--- config.mk ---
export PLATFORM = sky130hd
export DESIGN_NAME = traffic_light_sequencer_core
export DESIGN_NICKNAME = d
export VERILOG_FILES = /design/src/rtl/core/tls_pkg.sv /design/src/rtl/core/traffic_light_sequencer_core.sv
export SDC_FILE = /design/constraint.sdc
export NUM_CORES = 1
export LEC_CHECK = 0
export ABC_AREA = 1
export BUFFER_PORTS_ARGS = -buffer_cell sky130_fd_sc_hd__buf_2
export CAP_MARGIN = 5
export CORE_MARGIN = 2
export CORE_UTILIZATION = 35
export DETAILED_ROUTE_END_ITERATION = 8
export PLACE_DENSITY = 0.53
export SYNTH_ARGS = -nofsm -noshare
export SYNTH_HDL_FRONTEND = slang
export SYNTH_SLANG_ARGS = --single-unit
--- constraint.sdc ---
create_clock -name clk_i -period 3.17 [get_ports clk_i]
set_input_delay 0 -clock clk_i [delete_from_list [all_inputs] [get_ports clk_i]]
set_output_delay 0 -clock clk_i [all_outputs]
set_load 0.01 [all_outputs]
--- src/rtl/core/tls_pkg.sv ---
// Package with the types and constants of the traffic light sequencer.
package tls_pkg;

  localparam int unsigned CfgDataWidth = 7;
  localparam int unsigned CfgIdxWidth  = 2;

  localparam logic [CfgIdxWidth-1:0] CFG_GREEN_ROAD1   = 2'd0;
  localparam logic [CfgIdxWidth-1:0] CFG_GREEN_ROAD2   = 2'd1;
  localparam logic [CfgIdxWidth-1:0] CFG_YELLOW        = 2'd2;
  localparam logic [CfgIdxWidth-1:0] CFG_MANUAL_YELLOW = 2'd3;

  localparam logic [6:0] GREEN_ROAD1_RESET   = 7'd19;
  localparam logic [6:0] GREEN_ROAD2_RESET   = 7'd11;
  localparam logic [3:0] YELLOW_RESET        = 4'd3;
  localparam logic [3:0] MANUAL_YELLOW_RESET = 4'd3;

  localparam logic [6:0] GREEN_MAX         = 7'd90;
  localparam logic [3:0] YELLOW_MAX        = 4'd8;
  localparam logic [3:0] MANUAL_YELLOW_MAX = 4'd9;
  localparam logic [3:0] MANUAL_YELLOW_MIN = 4'd1;
  localparam logic [6:0] COUNT_MAX         = 7'd99;

  localparam logic [1:0] DISP_BLANK  = 2'd0;
  localparam logic [1:0] DISP_COUNT  = 2'd1;
  localparam logic [1:0] DISP_UNITS  = 2'd2;

  typedef enum logic [2:0] {
    PH_GREEN1   = 3'd0,
    PH_YELLOW1  = 3'd1,
    PH_GREEN2   = 3'd2,
    PH_YELLOW2  = 3'd3,
    PH_MYELLOW1 = 3'd4,
    PH_MGREEN1  = 3'd5,
    PH_MYELLOW2 = 3'd6,
    PH_MGREEN2  = 3'd7
  } phase_e;

  typedef struct packed {
    logic mode_press;
    logic manual_switch;
  } tls_in_t;

  typedef struct packed {
    logic       road1_red;
    logic       road1_yellow;
    logic       road1_green;
    logic       road2_red;
    logic       road2_yellow;
    logic       road2_green;
    logic [6:0] road1_count;
    logic [6:0] road2_count;
    logic [1:0] display_kind;
    logic       in_manual;
  } tls_out_t;

endpackage

--- src/rtl/core/traffic_light_sequencer_core.sv ---
// Top level of the traffic light sequencer: mode, phase and countdown logic.
//
// The block takes one transaction on the input channel per one-second tick.
// Each carries a mode-button press and the manual switch level. For every
// input transaction it returns exactly one output transaction holding the
// six lamps, the two displayed counts, the display kind and the mode bit.
// Both channels use valid and stall; a transaction moves at a clock edge
// with valid high and stall low.
// The result of a tick appears in the output register in the cycle after the
// input is accepted, and one tick can be accepted in every cycle unless that
// register is full and stalled. The state update is combinational compare
// and add logic feeding the output register, the only register on the path.
// When the receiver stalls, the result holds in the output register and the
// input channel is stalled only while that register is full and stalled.
// Reset starts the block in manual mode with the road one yellow count-up,
// both counts at zero and the configuration registers at their defaults.
// Configuration writes take effect at the next phase load or, for the manual
// yellow length, at its next end test.
module traffic_light_sequencer_core (
  input  logic                                   clk_i,
  input  logic                                   rst_ni,
  input  logic                                   in_valid_i,
  output logic                                   in_stall_o,
  input  tls_pkg::tls_in_t                       in_data_i,
  output logic                                   out_valid_o,
  input  logic                                   out_stall_i,
  output tls_pkg::tls_out_t                      out_data_o,
  input  logic                                   cfg_we_i,
  input  logic [tls_pkg::CfgIdxWidth-1:0]        cfg_idx_i,
  input  logic [tls_pkg::CfgDataWidth-1:0]       cfg_data_i
);
  import tls_pkg::*;

  logic [6:0] cfg_green1_q, cfg_green2_q;
  logic [3:0] cfg_yellow_q, cfg_myellow_q;
  logic [6:0] green1_c, green2_c;
  logic [3:0] yellow_c, myellow_c;
  logic [6:0] red_after1, red_after2;

  logic       mode_q, mode_d, mode_a;
  phase_e     phase_q, phase_d, phase_a;
  logic [6:0] road1_left_q, road1_left_d, road1_left_a;
  logic [6:0] road2_left_q, road2_left_d, road2_left_a;
  logic [6:0] road1_up;
  logic [6:0] gov_left;

  logic       in_acc;
  logic       out_valid_q;
  tls_out_t   out_q, out_d;

  assign in_stall_o  = out_valid_q & out_stall_i;
  assign in_acc      = in_valid_i & ~in_stall_o;
  assign out_valid_o = out_valid_q;
  assign out_data_o  = out_q;

  always_ff @(posedge clk_i or negedge rst_ni) begin
    if (!rst_ni) begin
      cfg_green1_q  <= GREEN_ROAD1_RESET;
      cfg_green2_q  <= GREEN_ROAD2_RESET;
      cfg_yellow_q  <= YELLOW_RESET;
      cfg_myellow_q <= MANUAL_YELLOW_RESET;
    end else if (cfg_we_i) begin
      case (cfg_idx_i)
        CFG_GREEN_ROAD1:   cfg_green1_q  <= cfg_data_i;
        CFG_GREEN_ROAD2:   cfg_green2_q  <= cfg_data_i;
        CFG_YELLOW:        cfg_yellow_q  <= cfg_data_i[3:0];
        CFG_MANUAL_YELLOW: cfg_myellow_q <= cfg_data_i[3:0];
        default: begin
        end
      endcase
    end
  end

  always_comb begin
    green1_c   = (cfg_green1_q > GREEN_MAX) ? GREEN_MAX : cfg_green1_q;
    green2_c   = (cfg_green2_q > GREEN_MAX) ? GREEN_MAX : cfg_green2_q;
    yellow_c   = (cfg_yellow_q > YELLOW_MAX) ? YELLOW_MAX : cfg_yellow_q;
    myellow_c  = (cfg_myellow_q > MANUAL_YELLOW_MAX) ? MANUAL_YELLOW_MAX : cfg_myellow_q;
    if (myellow_c == 4'd0) begin
      myellow_c = MANUAL_YELLOW_MIN;
    end
    red_after1 = 7'(green1_c + {3'd0, yellow_c} + 7'd1);
    red_after2 = 7'(green2_c + {3'd0, yellow_c} + 7'd1);
  end

  // The press is applied first, then the manual switch level.
  always_comb begin
    mode_a       = mode_q;
    phase_a      = phase_q;
    road1_left_a = road1_left_q;
    road2_left_a = road2_left_q;
    if (in_data_i.mode_press) begin
      mode_a       = ~mode_q;
      road1_left_a = 7'd0;
      road2_left_a = 7'd0;
      if (mode_q) begin
        phase_a      = PH_GREEN1;
        road1_left_a = green1_c;
        road2_left_a = red_after1;
      end else begin
        phase_a = PH_MYELLOW1;
      end
    end
    if (mode_a) begin
      if (phase_a == PH_MGREEN1 && in_data_i.manual_switch) begin
        phase_a      = PH_MYELLOW2;
        road1_left_a = 7'd0;
      end else if (phase_a == PH_MGREEN2 && !in_data_i.manual_switch) begin
        phase_a      = PH_MYELLOW1;
        road1_left_a = 7'd0;
      end
    end
  end

  assign road1_up = 7'(road1_left_a + 7'd1);
  assign gov_left = phase_a[1] ? road2_left_a : road1_left_a;

  always_comb begin
    out_d              = '0;
    out_d.in_manual    = mode_a;
    case (phase_a)
      PH_GREEN1: begin
        out_d.road1_green = 1'b1;
        out_d.road2_red   = 1'b1;
      end
      PH_YELLOW1: begin
        out_d.road1_yellow = 1'b1;
        out_d.road2_red    = 1'b1;
      end
      PH_GREEN2: begin
        out_d.road1_red   = 1'b1;
        out_d.road2_green = 1'b1;
      end
      PH_YELLOW2: begin
        out_d.road1_red    = 1'b1;
        out_d.road2_yellow = 1'b1;
      end
      PH_MYELLOW1: begin
        out_d.road1_yellow = 1'b1;
        out_d.road1_count  = road1_up;
        out_d.display_kind = DISP_UNITS;
      end
      PH_MGREEN1: begin
        out_d.road1_green = 1'b1;
        out_d.road2_red   = 1'b1;
      end
      PH_MYELLOW2: begin
        out_d.road2_yellow = 1'b1;
        out_d.road1_count  = road1_up;
        out_d.display_kind = DISP_UNITS;
      end
      PH_MGREEN2: begin
        out_d.road1_red   = 1'b1;
        out_d.road2_green = 1'b1;
      end
      default: begin
      end
    endcase
    if (!mode_a) begin
      out_d.road1_count  = road1_left_a;
      out_d.road2_count  = road2_left_a;
      out_d.display_kind = DISP_COUNT;
    end
  end

  always_comb begin
    mode_d       = mode_a;
    phase_d      = phase_a;
    road1_left_d = road1_left_a;
    road2_left_d = road2_left_a;
    case (phase_a)
      PH_MYELLOW1, PH_MYELLOW2: begin
        if (road1_up < {3'd0, myellow_c}) begin
          road1_left_d = road1_up;
        end else begin
          phase_d      = (phase_a == PH_MYELLOW1) ? PH_MGREEN1 : PH_MGREEN2;
          road1_left_d = 7'd0;
        end
      end
      PH_MGREEN1, PH_MGREEN2: begin
      end
      default: begin
        if (gov_left == 7'd0) begin
          case (phase_a)
            PH_GREEN1: begin
              phase_d      = PH_YELLOW1;
              road1_left_d = {3'd0, yellow_c};
              road2_left_d = {3'd0, yellow_c};
            end
            PH_YELLOW1: begin
              phase_d      = PH_GREEN2;
              road1_left_d = red_after2;
              road2_left_d = green2_c;
            end
            PH_GREEN2: begin
              phase_d      = PH_YELLOW2;
              road1_left_d = {3'd0, yellow_c};
              road2_left_d = {3'd0, yellow_c};
            end
            default: begin
              phase_d      = PH_GREEN1;
              road1_left_d = green1_c;
              road2_left_d = red_after1;
            end
          endcase
        end else begin
          if (road1_left_a != 7'd0) begin
            road1_left_d = 7'(road1_left_a - 7'd1);
          end
          if (road2_left_a != 7'd0) begin
            road2_left_d = 7'(road2_left_a - 7'd1);
          end
        end
      end
    endcase
  end

  always_ff @(posedge clk_i or negedge rst_ni) begin
    if (!rst_ni) begin
      mode_q       <= 1'b1;
      phase_q      <= PH_MYELLOW1;
      road1_left_q <= 7'd0;
      road2_left_q <= 7'd0;
      out_valid_q  <= 1'b0;
    end else begin
      if (in_acc) begin
        mode_q       <= mode_d;
        phase_q      <= phase_d;
        road1_left_q <= road1_left_d;
        road2_left_q <= road2_left_d;
      end
      out_valid_q <= in_acc | (out_valid_q & out_stall_i);
    end
  end

  always_ff @(posedge clk_i) begin
    if (in_acc) begin
      out_q <= out_d;
    end
  end

  assert property (@(posedge clk_i) disable iff (!rst_ni)
    mode_q == phase_q[2])
    else $error("Mode bit and phase group disagree.");

  assert property (@(posedge clk_i) disable iff (!rst_ni)
    out_valid_o && !out_data_o.in_manual |->
      $onehot({out_data_o.road1_red, out_data_o.road1_yellow, out_data_o.road1_green}) &&
      $onehot({out_data_o.road2_red, out_data_o.road2_yellow, out_data_o.road2_green}) &&
      out_data_o.display_kind == DISP_COUNT)
    else $error("Auto mode result has a bad lamp set or display kind.");

  assert property (@(posedge clk_i) disable iff (!rst_ni)
    out_valid_o |-> out_data_o.road1_count <= COUNT_MAX &&
                    out_data_o.road2_count <= COUNT_MAX)
    else $error("Displayed count out of range.");

  assert property (@(posedge clk_i) disable iff (!rst_ni)
    in_valid_i && !in_stall_o |=> out_valid_o)
    else $error("Accepted transaction produced no result.");

  assert property (@(posedge clk_i) disable iff (!rst_ni)
    out_valid_o && out_stall_i |=> out_valid_o && $stable(out_data_o))
    else $error("Stalled result was lost or changed.");

endmodule

### Word-level counts from Yosys, hierarchy flattened

Index checks and enable logic that the tools add are counted.

* register bits after elaboration: 64
* bits of input ports: 16
* output and inout port bits: 25
* logic and storage cells: 113

* add/subtract/negate cells: 7
* magnitude comparators: 5
* eq/ne operators: 12
* muxes and demuxes: 42
* bitwise logic cells: 5
* reductions and logical operators: 23

Operator list (count)
* 7-bit two-way mux: 17
* 7-bit case mux with 2 select lines: 3
* 7-bit by 1-bit adder with 7-bit output, second input constant: 3
* 3-bit two-way mux: 7
* 3-bit == test, second input constant: 6
* 16-bit two-way mux: 1
* 7-bit by 4-bit adder with 7-bit output: 2
* 7-bit greater-than comparator, second input constant: 2
* 7-bit nonzero test: 2
* 2-bit OR reduction: 7
* 7-bit by 1-bit subtractor with 7-bit output, second input constant: 2
* 4-bit two-way mux: 3
* 4-bit greater-than comparator, second input constant: 2
* 2-bit AND reduction: 4
* 7-bit zero test: 1
* 7-bit by 4-bit < comparator with 1-bit output: 1
* 1-bit two-way mux: 7
* 3-bit by 2-bit == test with 1-bit output, second input constant: 2
* 2-bit case mux with 3 select lines: 1
* 3-bit case mux with 2 select lines: 1
* 3-bit OR reduction: 2
* 2-bit == test, second input constant: 2
* 4-bit zero test: 1
* 2-bit two-way mux: 2
* 10 further kinds: 13

### Logic depth before layout (Yosys ltp)

Gate-level depths: netlist of run 1.

* depth after elaboration: 12
* depth in mapped cells: 26

### Least setup slack after synthesis of run 1

OpenSTA, ideal clock, no wires.

* kind: register to register
* from: register mode_q
* to: register phase_q[0]
* arrival time: 2.809 ns
* required time: 3.045 ns
* slack: 0.236 ns
* stages on the path, launching flop included: 20
* path buffers: 1
* period minus slack after synthesis: 2.934 ns
* path through: dfstp_2 inv_1 nor2_1 o211ai_2 buf_6 nand2_2 inv_1 ha_1 or2_2 nand2_1 inv_1 ha_1 a21oi_1 nand2_1 nand2_1 nand3_1 nor2_2 nand2_1 nand2_1 nand3_1

* word-level cells in the longest chain between the ends: 11
* elaborated cells on any way between the ends: 35
* classes of those cells: 1 x add/sub; 1 x order compare; 8 x eq/ne; 18 x mux; 1 x bitwise; 6 x reduce/logical

Ends and longest elaborated chain
* start, declared: RTL line traffic_light_sequencer_core.sv:40 `logic mode_q, mode_d, mode_a;`
* start signal, assigned: RTL line traffic_light_sequencer_core.sv:227 `mode_q <= mode_d;`
* 3-bit two-way mux: RTL line traffic_light_sequencer_core.sv:96 `if (mode_q) begin`
* 3-bit two-way mux: RTL line traffic_light_sequencer_core.sv:92 `if (in_data_i.mode_press) begin`
* 3-bit == test: RTL line traffic_light_sequencer_core.sv:108 `end else if (phase_a == PH_MGREEN2 && !in_data_i.manual_switch) begin`
* 1-bit logical AND: RTL line traffic_light_sequencer_core.sv:108
* 7-bit two-way mux / 3-bit two-way mux (equally long branches): RTL line traffic_light_sequencer_core.sv:108
* 7-bit two-way mux / 3-bit two-way mux (equally long branches): RTL line traffic_light_sequencer_core.sv:105 `if (phase_a == PH_MGREEN1 && in_data_i.manual_switch) begin`
* 7-bit two-way mux / 3-bit two-way mux (equally long branches): RTL line traffic_light_sequencer_core.sv:104 `if (mode_a) begin`
* 7-bit by 1-bit adder with 7-bit output (tied with other cells): RTL line traffic_light_sequencer_core.sv:115 `assign road1_up = 7'(road1_left_a + 7'd1);`
* 7-bit by 4-bit < comparator with 1-bit output (tied with other cells): RTL line traffic_light_sequencer_core.sv:173 `if (road1_up < {3'd0, myellow_c}) begin`
* 3-bit two-way mux (on tied branches): RTL line traffic_light_sequencer_core.sv:173, traffic_light_sequencer_core.sv:183
* 3-bit case mux with 2 select lines *: RTL line traffic_light_sequencer_core.sv:171 `case (phase_a)`
* end signal, assigned: RTL line traffic_light_sequencer_core.sv:228 `phase_q <= phase_d;`
* end, declared: RTL line traffic_light_sequencer_core.sv:41 `phase_e phase_q, phase_d, phase_a;`

Every way passes the cells marked *; elsewhere a longest branch is shown, timed or not.
A chain may end at the register's enable or synchronous reset.

### Final worst setup path of run 1

* from: register cfg_green1_q[2]
* to: register road2_left_q[6]

* word-level cells in the longest chain between the ends: 11
* elaborated cells on any way between the ends: 19
* classes of those cells: 3 x add/sub; 1 x order compare; 13 x mux; 2 x reduce/logical

Ends and longest elaborated chain
* start, declared: RTL line traffic_light_sequencer_core.sv:34 `logic [6:0] cfg_green1_q, cfg_green2_q;`
* start signal, assigned: RTL line traffic_light_sequencer_core.sv:64 `CFG_GREEN_ROAD1: cfg_green1_q <= cfg_data_i;`
* 7-bit greater-than comparator: RTL line traffic_light_sequencer_core.sv:75 `green1_c = (cfg_green1_q > GREEN_MAX) ? GREEN_MAX : cfg_green1_q;`
* 7-bit two-way mux *: RTL line traffic_light_sequencer_core.sv:75
* branches (longest 8 deep; another with 7-bit by 4-bit adder with 7-bit output)
* 7-bit two-way mux *: RTL line traffic_light_sequencer_core.sv:171
* end signal, assigned: RTL line traffic_light_sequencer_core.sv:230 `road2_left_q <= road2_left_d;`
* end, declared: RTL line traffic_light_sequencer_core.sv:43 `logic [6:0] road2_left_q, road2_left_d, road2_left_a;`

Mark *: on every way between the ends.

==> metrics, run 1 <==
ant diodes 0; Synth area leader dfrtp_1; register area share after synthesis 38.0%; crit path cell chain inv_2 > nand2_1 > nand2_1 > nand2_2 > nand2_4 > nand2_4 > ha_4 > fa_2 > nor2_2 > nor2_2 > nand2_2 > nor2_4 > nand3_2 > nor2_4 > nand3_4 > nand2_8 > nand2_8 > o211ai_1 > o21ai_1; Netlist cell types 40; clock sinks 64; post-DR vias/cell 4.90; worst path arrival time 3.23 ns; total of max-cap violations 0; Post-Syn Instances 644; met2 usage 30.9%; DR DRC count 0; multi-input logic area 2610 sq um; required time worst endpoint 3.39 ns; Highest Clock Rate 0.332 GHz; Clock Path Buffers 2; Tcrit/Tclk final 95.0%; Starting Density 35.9%; total wire length 13500 um; Seq cells post-synth 64; Synth top area share 15.9%; leading cell types in the layout, fill and taps excluded 180 x nand2_1, 83 x inv_1, 58 x nand3_1, 50 x nor2_1, 43 x o21ai_0; Hold Worst Slack 0.0148 ns; CTS root buffer clkbuf_16; Leakage 2.92 nW; met3 usage 4.12%; Sequential Area 1730 sq um; DIE AREA 13900 sq um; HP Class in -> reg; non-filler instance count after layout 906; Design Power 4.29 mW; Final Wtd Congestion 0.960; clk_lat worst skew 0.35 ns; slew at the pin closest to its max-slew limit 0.992 ns; mapped cell area 4550 sq um; 1st-iter DRT viols 281; Slowest-stage cell, CP fa_2; Die W 118 um; Synth area leaders dfrtp_1 16%, nand2_1 16%, edfxtp_1 15%, nand3_1 7.3%, inv_1 7.2%; delay of the slowest critical-path stage 0.56 ns; H-tree levels 3; vias in the first global route 4322; design area 5810 sq um; sum of negative setup slack 0 ns; gr busiest metal met2; Post-Syn Nets 678; first-pass GRT wire length 22000 um; CP Capture Type flop; final hold vios 0; via count 4436; pin count of the biggest net entering global routing 46; Die Y 118 um; GR Util met1 27.1%; Slew Viols, Final 0; post-DP HPWL 10200 um; DP Cell Count 874; Tmin final 3.01 ns; Core Region 12700 sq um; TritonCTS clock tree done; Max-slew headroom 33.8%; WL/cell 14.9 um; site row count 41; GRT overflow 0; most common cell after layout, fill and taps aside nand2_1; maximum fanout along the worst path 6; IO Count 41; dpl cell area 5140 sq um; drt pass-1 iters 5; post-route clock skew 0.0154 ns; P&R area growth vs syn 27.6%; Nets 763; crit path kind reg -> reg; layout cell share with drive strength beyond 1 25.3%; PortBufs 40; GRT Util Overall 19.8%; Final Setup Violations 0; Setup crit start kind flop; initial antenna violation count 0; Synthesis Warnings 0; antenna viol nets, final 0; Fillers 1314; Reg clk slew, reported paths 0.06 ns; syn avg cell area 7.07 sq um; status finished clean; Pwr per Cell Area 739 nW/um^2; TritonCTS Buffers 9; Peak VDD IR 415 uV
## cells by family after synthesis
logic type	count (synthesis)	share of synthesized area, %
AOI/OAI and AO/OA	87	10.4
xor gates and xnor gates	8	1.54
adders and majority gates	18	5.28
buffers and inverters	110	9.54
DFF	64	38.0
and+or+nand+nor	357	35.2
## sequential cells by signal (all words and copies together), names as in the netlist, 3 cells and up
register	cells
road2_left_q	7
cfg_green1_q	7
cfg_yellow_q	4
cfg_green2_q	7
cfg_myellow_q	4
phase_q	3
out_data_o	23
road1_left_q	7
## final timing paths
check | from | to | slack [ns] | cells past startpoint
worst max-delay path | cfg_green1_q[2] | road2_left_q[6] | 0.16 | 19
worst min-delay path | cfg_data_i[3] | cfg_green2_q[3] | 0.01 | 3
worst max register to register | cfg_green1_q[2] | road2_left_q[6] | 0.16 | 19
worst min register to register | road1_left_q[3] | road1_left_q[3] | 0.48 | 2
max in group asynchronous | rst_ni | road2_left_q[1] | 2.19 | 2
min in group asynchronous | rst_ni | cfg_myellow_q[3] | 0.36 | 2
## metrics by stage
step                util (%)  setup WS, ns
floorplan                  -         0.236
global placement        40.6        0.0363
detailed placement      40.6       -0.0180
CTS                     43.8       0.00806
global route            45.8       -0.0582
finish                  45.8         0.159
## where the power goes
group	total [mW]	switching (mW)	internal [mW]
sequential	1.17	0.0917	1.07
combinational	2.10	1.34	0.766
clock	1.02	0.390	0.632
total	4.29	1.82	2.47
## timing repair
| action | 4_1_cts | 5_1_grt |
|---|---|---|
| resized for setup | 3 | 54 |
| cloned | 0 | 1 |
| buffers inserted | 0 | 6 |
| endpoints found under the hold margin | 45 | 0 |
| pin swaps | 0 | 23 |
| endpoints found under the setup margin | 2 | 16 |
| hold buffers | 9 | 0 |
## metal layers
layer	wire (um)	part of all wire (%)
met5	0	0
met4	325	2.4
met3	728	5.4
met2	6140	45
met1	6350	47
## cell type report
class / instances / area share [%]
multi-input combinational: 471 / 44.9
clock inverter: 6 / 1.19
clock buffer: 10 / 4.12
inverter: 97 / 6.42
timing repair buffer: 86 / 9.85
tap: 172 / 3.71
sequential: 64 / 29.8
## cell usage after synthesis
cell type    n
edfxtp_1    23
nor2_1      57
and2_0       1
a21oi_4      1
nor2_4       1
a31oi_1      1
nand3_2      1
o211ai_2     1
a21oi_1     25
nand2_4      7
nand3_1     66
ha_1        16
clkinv_2     2
nor3_1       3
buf_2        3
o21ai_1      5
nand4_1      8
inv_1       87
nand2_2      9
clkbuf_1     8
o21ai_0     45
nand3b_1     2
o21bai_1     1
a21oi_2      1
nand2_8      1
xor2_1       8
o211ai_1     1
fa_1         2
buf_6        2
inv_2        7
o21a_1       1
dfstp_2     12
nor2_2       5
o22ai_1      4
clkinv_1     1
a22oi_1      1
dfrtp_1     29
nand2_1    189
or2_2        6
nor3_4       1
## critical path: cells and delay by family, from the launching register on
family,cells,cell delay (ns)
flip-flops,1,0.38
AO/OA/AOI/OAI,2,0.30
buffers and inverters,1,0.07
adder cells (fa/ha/maj),2,0.73
AND/OR/NAND/NOR,14,1.39
Note: power is estimated with default switching activity, not from simulation.
==> run 2, diff against run 1 <==
--- a/config.mk
+++ b/config.mk
@@ -10,6 +10,7 @@
 export CAP_MARGIN = 5
 export CORE_MARGIN = 2
 export CORE_UTILIZATION = 35
+export CTS_CLUSTER_SIZE = 40
 export DETAILED_ROUTE_END_ITERATION = 8
 export PLACE_DENSITY = 0.53
 export SYNTH_ARGS = -nofsm -noshare
==> constraint.sdc (replaced) <==
create_clock -name clk_i -period 3.2 [get_ports clk_i]
set_input_delay 0 -clock clk_i [delete_from_list [all_inputs] [get_ports clk_i]]
set_output_delay 0 -clock clk_i [all_outputs]
set_load 0.01 [all_outputs]
==> metrics, run 2 (synthesized netlist as in run 1, its figures left out) <==
pre-CTS setup slack -0.129 ns; layout cell share with drive strength beyond 1 23.7%; required time worst endpoint 3.43 ns; status finished clean; Die W 118 um; Reg clk slew, reported paths 0.05 ns; Final Setup Violations 0; maximum fanout along the worst path 5; GR Util met1 26.2%; Largest register FFs 23; P&R area growth vs syn 25.5%; Tmin final 3.06 ns; ant diodes 0; Pwr per Cell Area 726 nW/um^2; first-pass GRT wire length 21000 um; met2 usage 30.2%; non-filler instance count after layout 902; gr busiest metal met2; 1st-iter DRT viols 369; Slew Viols, Final 0; WL/cell 14.4 um; crit path kind reg -> reg; post-DR vias/cell 4.95; Int Pwr 2.42 mW; TritonCTS Buffers 9; Util after Layout 45.1%; met3 usage 4.26%; combinational share of power 49.2%; Reg with most FFs out_data_o; Seq pwr share 27.8%; clock network fraction of total power 23.0%; DR DRC count 0; post-route clock skew 0.0124 ns; TritonCTS clock tree done; drt pass-1 iters 5; Tcrit/Tclk final 95.6%; H-tree levels 3; setup slack after layout 0.141 ns; Final Wtd Congestion 0.983; total of max-cap violations 0; sw frac 41.7%; Clock Path Buffers 2; GRT overflow 0; initial antenna violation count 0; post-DP HPWL 9720 um; Core Region 12700 sq um; worst path arrival time 3.28 ns; Die Y 118 um; slew at the pin closest to its max-slew limit 1.01 ns; Setup crit start kind flop; sw power 1.73 mW; leading cell types in the layout, fill and taps excluded 181 x nand2_1, 84 x inv_1, 62 x nand3_1, 51 x nor2_1, 44 x o21ai_0; HP Class in -> reg; pin count of the biggest net entering global routing 46; DIE AREA 13900 sq um; final hold vios 0; Leakage 2.90 nW; total wire length 13000 um; site row count 41; DP Cell Count 867; antenna viol nets, final 0; GRT Util Overall 19.2%; Peak VDD IR 557 uV; unrepaired setup endpoints after global routing true; Hold Worst Slack 0.00577 ns; vias in the first global route 4152; clock sinks 64; Nets 759; via count 4466; CP Capture Type flop; IO Count 41; sum of negative setup slack 0 ns; clk_lat worst skew 0.35 ns; most common cell after layout, fill and taps aside nand2_1; CTS root buffer clkbuf_16; Starting Density 35.9%; Highest Clock Rate 0.327 GHz; PortBufs 40; Max-slew headroom 33.0%
run 2: cell types whose count changed in the layout (fill, tap and decap cells not counted), moves of 3 or more:
cell      change
buf_4         -4
clkinv_4      -3
nand3_1       +4
nand3_2       -4
nor2_2        +4
nor2_4        -5
run 2: stage by stage:
step	instance area, sq um	power (mW)
after detailed placement	5090	2.97
after global placement	5090	2.95
final	5710	4.15
after CTS	5480	3.98
after floorplan	4550	2.43
after global routing	5710	4.46
run 2: final cells by class:
type                    count  area (sq um)
clock buffers              11           233
multi-input cells         470          2550
clock inverters             5          50.0
inverters                  97           375
flip-flops and latches     64          1730
well taps                 172           215
fillers                  1328          6960
repair buffers             83           554
run 2: power by group through the flow:
| stage | combinational (mW) | clock, mW | sequential [mW] |
|---|---|---|---|
| finish | 2.04 | 0.954 | 1.15 |
| CTS | 1.84 | 0.976 | 1.16 |
| detailed placement | 1.80 | 0 | 1.17 |
| global placement | 1.79 | 0 | 1.16 |
| global route | 2.27 | 1.01 | 1.17 |
| floorplan | 1.26 | 0 | 1.17 |
run 2: timing repair:
item,CTS,global route
gates resized for setup,3,44
endpoints found under the hold margin,41,0
pin swaps,2,24
setup endpoints to repair,11,16
hold buffers,8,0
setup buffers,3,8
run 2: final timing paths:
| kind | from | depth (start not counted) | slack, ns | endpoint |
|---|---|---|---|---|
| worst max-delay path | cfg_green1_q[0] | 22 | 0.14 | road1_left_q[0] |
| worst min-delay path | cfg_data_i[1] | 3 | 0.006 | cfg_green1_q[1] |
| worst max register to register | cfg_green1_q[0] | 22 | 0.14 | road1_left_q[0] |
| worst min register to register | road2_left_q[3] | 2 | 0.48 | road2_left_q[3] |
| max in group asynchronous | rst_ni | 2 | 2.19 | cfg_green2_q[5] |
| min in group asynchronous | rst_ni | 2 | 0.39 | cfg_yellow_q[2] |
run 2: routing by layer:
layer / part of all wire (%) / wire length [um] / up-vias
met1: 47 / 6090 / 2081
met3: 6.0 / 788 / 16
met2: 46 / 5940 / 140
met5: 0 / 0 / -
met4: 1.6 / 211 / 0
li1: - / - / 2229
run 2: critical path, cell delays in order, from the launching register on:
cell and delay, ns:
dfstp_2 0.55, nand2_1 0.05, nand2_1 0.05, nand2_1 0.06
nand2_2 0.09, nand2_4 0.09, nand2_4 0.09, inv_2 0.04
fa_2 0.55, nor2_2 0.04, nor2_2 0.15, nand2_1 0.09
nor2_1 0.09, nand3_1 0.11, nor2_2 0.21, nand3_4 0.13
nand2_8 0.12, buf_6 0.12, a21oi_2 0.04, nand2_1 0.07
nand2_1 0.06, nand2_1 0.07, nand2_1 0.06
